===== src/rtl/software_timer_expiry_queue_core_assert.svh =====
// Assertion macros shared by the timer queue modules.
`ifndef SOFTWARE_TIMER_EXPIRY_QUEUE_CORE_ASSERT_SVH
`define SOFTWARE_TIMER_EXPIRY_QUEUE_CORE_ASSERT_SVH

// Check that a condition holds at every edge out of reset.
`define STQ_ASSERT_ALWAYS(label, cond, msg) \
   label: assert property (@(posedge clock) disable iff (reset) (cond)) else $error(msg);

// Check that a condition at one edge implies another at the next edge.
`define STQ_ASSERT_NEXT(label, ante, cons, msg) \
   label: assert property (@(posedge clock) disable iff (reset) (ante) |=> (cons)) \
      else $error(msg);

`endif


===== src/rtl/stq_pkg.sv =====
`default_nettype none
package stq_pkg;
   localparam int STQ_CAPACITY = 16;

   localparam logic       KIND_TICK = 1'b0;
   localparam logic       KIND_ADD  = 1'b1;

   localparam logic [1:0] RES_EXPIRED = 2'd0;
   localparam logic [1:0] RES_DONE    = 2'd1;
   localparam logic [1:0] RES_REJECT  = 2'd2;

   localparam logic [7:0] CSR_MARKER = 8'd0;
   localparam logic [7:0] CSR_PERIOD = 8'd1;

   typedef struct packed {
      logic       start_tick;   // advance tick, load budget, clear switch flag
      logic       insert_new;   // insert the accepted add word
      logic       pop_head;     // take head into hold, shrink store
      logic       insert_rearm; // insert held re-arm timer
      logic       rsp_load;     // load result register
      logic [1:0] rsp_kind;
   } stq_cmd_type;

   typedef struct packed {
      logic full;
      logic head_due;
      logic hold_marker;
      logic rsp_free;
   } stq_status_type;
endpackage
`default_nettype wire


===== src/rtl/stq_ctrl.sv =====
`default_nettype none
module stq_ctrl
   import stq_pkg::*;
(
   input  wire logic           clock,
   input  wire logic           reset,
   input  wire logic           req_tvalid,
   input  wire logic           req_kind,
   output logic                req_tready,
   input  wire stq_status_type status,
   output stq_cmd_type         cmd
);
   typedef enum logic [5:0] {
      ST_IDLE   = 6'b000001,
      ST_CHECK  = 6'b000010,
      ST_EMIT   = 6'b000100,
      ST_REARM  = 6'b001000,
      ST_DONE   = 6'b010000,
      ST_REJECT = 6'b100000
   } state_type;

   state_type state_ff, state_in;
   logic      accept;

   assign req_tready = (state_ff == ST_IDLE);
   assign accept     = req_tvalid && req_tready;

   always_comb begin
      state_in = state_ff;
      cmd      = '0;
      unique case (state_ff)
         ST_IDLE: begin
            if (accept) begin
               if (req_kind == KIND_TICK) begin
                  cmd.start_tick = 1'b1;
                  state_in       = ST_CHECK;
               end else if (status.full) begin
                  state_in = ST_REJECT;
               end else begin
                  cmd.insert_new = 1'b1;
               end
            end
         end
         ST_CHECK: begin
            if (status.head_due) begin
               cmd.pop_head = 1'b1;
               state_in     = ST_EMIT;
            end else begin
               state_in = ST_DONE;
            end
         end
         ST_EMIT: begin
            // held timer is either re-armed silently or reported
            if (status.hold_marker) begin
               state_in = ST_REARM;
            end else if (status.rsp_free) begin
               cmd.rsp_load = 1'b1;
               cmd.rsp_kind = RES_EXPIRED;
               state_in     = ST_CHECK;
            end
         end
         ST_REARM: begin
            cmd.insert_rearm = 1'b1;
            state_in         = ST_CHECK;
         end
         ST_DONE: begin
            if (status.rsp_free) begin
               cmd.rsp_load = 1'b1;
               cmd.rsp_kind = RES_DONE;
               state_in     = ST_IDLE;
            end
         end
         ST_REJECT: begin
            if (status.rsp_free) begin
               cmd.rsp_load = 1'b1;
               cmd.rsp_kind = RES_REJECT;
               state_in     = ST_IDLE;
            end
         end
         default: state_in = ST_IDLE;
      endcase
   end

   always_ff @(posedge clock) begin
      if (reset) begin
         state_ff <= ST_IDLE;
      end else begin
         state_ff <= state_in;
      end
   end

`include "software_timer_expiry_queue_core_assert.svh"
   `STQ_ASSERT_ALWAYS(a_no_insert_when_full, !(cmd.insert_new && status.full), "insert into full store")
   `STQ_ASSERT_NEXT(a_rearm_follows_marker, (state_ff == ST_REARM), (state_ff == ST_CHECK), "re-arm did not return to check")
endmodule
`default_nettype wire


===== config.mk =====
export PLATFORM = sky130hd
export DESIGN_NAME = stq_ctrl
export DESIGN_NICKNAME = d
export VERILOG_FILES = /design/src/rtl/stq_pkg.sv /design/src/rtl/stq_ctrl.sv
export VERILOG_INCLUDE_DIRS = /design/src /design/src/rtl
export SDC_FILE = /design/constraint.sdc
export NUM_CORES = 1
export LEC_CHECK = 0
export ABC_CLOCK_PERIOD_IN_PS = 4000
export BUFFER_PORTS_ARGS = -buffer_cell sky130_fd_sc_hd__buf_2
export CAP_MARGIN = 10
export CORE_AREA = 2 2 39 41
export CTS_BUF_LIST = sky130_fd_sc_hd__clkbuf_4 sky130_fd_sc_hd__clkbuf_8
export CTS_CLUSTER_DIAMETER = 100
export DETAILED_ROUTE_END_ITERATION = 8
export DIE_AREA = 0 0 41 43
export PLACE_DENSITY = 0.55
export SYNTH_ARGS = -nofsm -noshare
export SYNTH_HDL_FRONTEND = slang
export SYNTH_SLANG_ARGS = --single-unit

===== constraint.sdc =====
create_clock -name clock -period 4 [get_ports clock]
set_input_delay 0 -clock clock [delete_from_list [all_inputs] [get_ports clock]]
set_output_delay 0 -clock clock [all_outputs]
set_load 0.02 [all_outputs]

==> flow_summary_export.csv <==
group,metric,value,unit
cts,clock_sinks,6,
finish,layout.nets,83,
synthesis,ys.warnings.count,0,
power_and_ir_drop,peakVddDrop,0.167,mV
cts,post_cts_buffers,0,
finish,diodes,0,
global_route,top_usage_layer,"met1",
finish,fin_util,0.400,
cts,cts_buffer_depth,2,
timing,finalMaxSlewViolations,0,
min_path,worstHoldStart,"status[1]",
synthesis,synth_cells,54,
detailed_routing,num_vias,443,
global_route,grt_use_total,0.136,
finish,stdcell_count,89,
synthesis,synthFlopType,"dfxtp_1",
die,die_y,43,um
min_path,hold_end,"state_ff[3]$_SDFFE_PP0P_",
global_route,grt_pass1_vias,384,
global_route,met1_usage,0.184,
timing,period_minus_slack,1.56,ns
min_path,hold_class,"primary input to register",
placed_design,gp_congestion,0.826,
timing,rsz0062_at_grt,"no",
synthesis,syn_nets,62,
synthesis,synthAdderAreaFrac,0,
timing,relSlewSlack,0.780,
synthesis,yosys_register_bits,6,
cts,cts_buffers,3,
global_route,grt_max_degree,8,
synthesis,synthDistinctLibCells,28,
detailed_routing,routed_wl,944,um
power_and_ir_drop,leakage,0.000254,uW
finish,most-common-layout-cells,"15 x buf_2, 7 x nand2_1, 6 x nor2_1, 6 x dfxtp_1, 4 x nor3b_1",
worst_setup_path,cp-startpoint,"state_ff[2]$_SDFFE_PP0P_",
detailed_routing,ant_nets,0,
outcome,status,"completed",
global_route,antenna_found_initial,0,
worst_setup_path,rrSetupSlack,2.44,ns
placed_design,numPortBuffers,15,
finish,drive_gt1_frac,0.315,
synthesis,yosysSeqAreaShare,0.282,
worst_setup_path,critPathLaunchType,"register",
finish,regArea,120,um2
finish,multiInputGateArea,298,um2
cts,path_clk_slew,0.05,ns
finish,largest_register_ffs,6,
global_route,use_met2,0.178,
synthesis,synth_xor_area_frac,0.0206,
synthesis,synth_top_family_by_area,"simple AND/OR/NAND/NOR gates",
job,cap_violations,0,
detailed_routing,drc_errors,0,
timing,setup_viol,0,
finish,stdcell_area,553,um2
detailed_routing,drt_iter0_markers,4,
synthesis,synth_compound_area_frac,0.171,
cts,cts_tree,"done",
timing,fin_crit_sh,0.390,
synthesis,synth_edf_count,0,
die,initial_utilization,0.307,
finish,nFillCells,149,
worst_setup_path,required,4.14,ns
power_and_ir_drop,power_density,311,nW/um2
cts,cts_root_buf,"clkbuf_4",
worst_setup_path,path_class,"register to register",
finish,syn_to_final_growth,30.0,%
synthesis,synth-simple-area-share,0.509,
finish,layout_commonest_cell,"buf_2",
synthesis,avgSynthCellArea,7.88,um2
global_route,grt_overflow,0,
cts,h-tree-depth,1,
worst_setup_path,critPathArrivalTime,1.70,ns
synthesis,ys_async_sr_fraction,0,
finish,top_register,"state_ff",
finish,largestRegisters,"state_ff (6)",
global_route,grt_pass1_wl,1580,um
worst_setup_path,timing.rr.start,"state_ff[2]$_SDFFE_PP0P_",
die,die_x,41,um
synthesis,syn_area,425,um2
placed_design,place_area,520,um2
detailed_routing,firstDrtPassIters,4,
power_and_ir_drop,total_power,172,uW
placed_design,dp.cells,85,
timing,finClkSkew,0.00635,ns
worst_setup_path,worst_r2r_endpoint,"state_ff[0]$_SDFFE_PP1P_",
detailed_routing,avgRoutedWirePerCell,10.6,um
synthesis,muxShareOfSynthArea,0,
timing,setup-tns-final,0,ns
worst_setup_path,crit_fanout,7,
timing,tightest_slew,0.329,ns
detailed_routing,via_per_inst,4.98,
timing,max_freq,641,MHz
worst_setup_path,critPathCaptureType,"register",
timing,hold_viol,0,
global_route,grt_use_met3,0.0471,
min_path,hold_depth,3,
die,io_pins,16,
die,fp-row-count,14,
cts,clk_latency,0.25,ns
placed_design,hpwlAfterDp,750,um
die,fp.dieArea,1760,um2
worst_setup_path,reg2regPathDepth,4,
die,fp.coreArea,1380,um2
-- through the flow --
step                      worst slack (ns)  hold WS [ns]
after floorplan                       2.59        0.0624
after global placement                2.45         0.238
after detailed placement              2.47         0.239
after CTS                             2.44      0.000337
after global routing                  2.31        0.0316
final                                 2.44       0.00761
-- report_power, final --
| group | switching [uW] | leakage (uW) | internal (uW) | total [uW] |
|---|---|---|---|---|
| combinational | 22.7 | 0.000191 | 20.1 | 42.8 |
| clock | 25.6 | 0.0000138 | 34.2 | 59.8 |
| sequential | 6.10 | 0.0000488 | 63.1 | 69.2 |
-- logic make-up after synthesis --
family / count (synthesis)
AND/OR/NAND/NOR: 35
AO/OA/AOI/OAI: 10
flip-flops: 6
buffers and inverters: 2
XOR/XNOR: 1
-- cell usage after synthesis, drive strengths merged, types with 2 or more instances --
master | number | share of area
a21oi | 2 | 0.032
nand2 | 7 | 0.062
nand2b | 2 | 0.029
nor4 | 2 | 0.079
inv | 2 | 0.018
nor2 | 6 | 0.053
nor2b | 3 | 0.044
o21ai | 3 | 0.035
dfxtp | 6 | 0.28
nand3 | 2 | 0.024
nor3b | 4 | 0.071
-- worst max path at each step --
stage / slack [ns] / depth (start not counted) / to
after floorplan: 2.59 / 4 / state_ff[0]$_SDFFE_PP1P_
after global placement: 2.45 / 4 / state_ff[0]$_SDFFE_PP1P_
after detailed placement: 2.47 / 4 / state_ff[0]$_SDFFE_PP1P_
after CTS: 2.44 / 4 / state_ff[0]$_SDFFE_PP1P_
after global routing: 2.31 / 4 / state_ff[0]$_SDFFE_PP1P_
final: 2.44 / 4 / state_ff[0]$_SDFFE_PP1P_
-- per-layer routing --
metal	up-vias	wire, um
li1	233	-
met1	197	471
met2	11	396
met3	2	48
met4	0	27
met5	-	0
-- timing repair --
action,CTS,global route
hold buffers,1,0
endpoints found under the setup margin,0,0
endpoints found under the hold margin,1,0
gates resized for setup,0,0
-- critical path, stage by stage (launching register included) --
cell     delay, ns
dfxtp_1       0.43
nor3b_1       0.34
a22oi_2       0.14
or2_1         0.28
a31o_2        0.25
-- area by class of cell --
| cell class | instances | area share |
|---|---|---|
| clock buffers | 3 | 0.0407 |
| inverters | 2 | 0.0136 |
| well taps | 16 | 0.0362 |
| flip-flops and latches | 6 | 0.217 |
| multi-input cells | 46 | 0.538 |
| repair buffers | 16 | 0.154 |
Power figures use the tool's default switching activity.
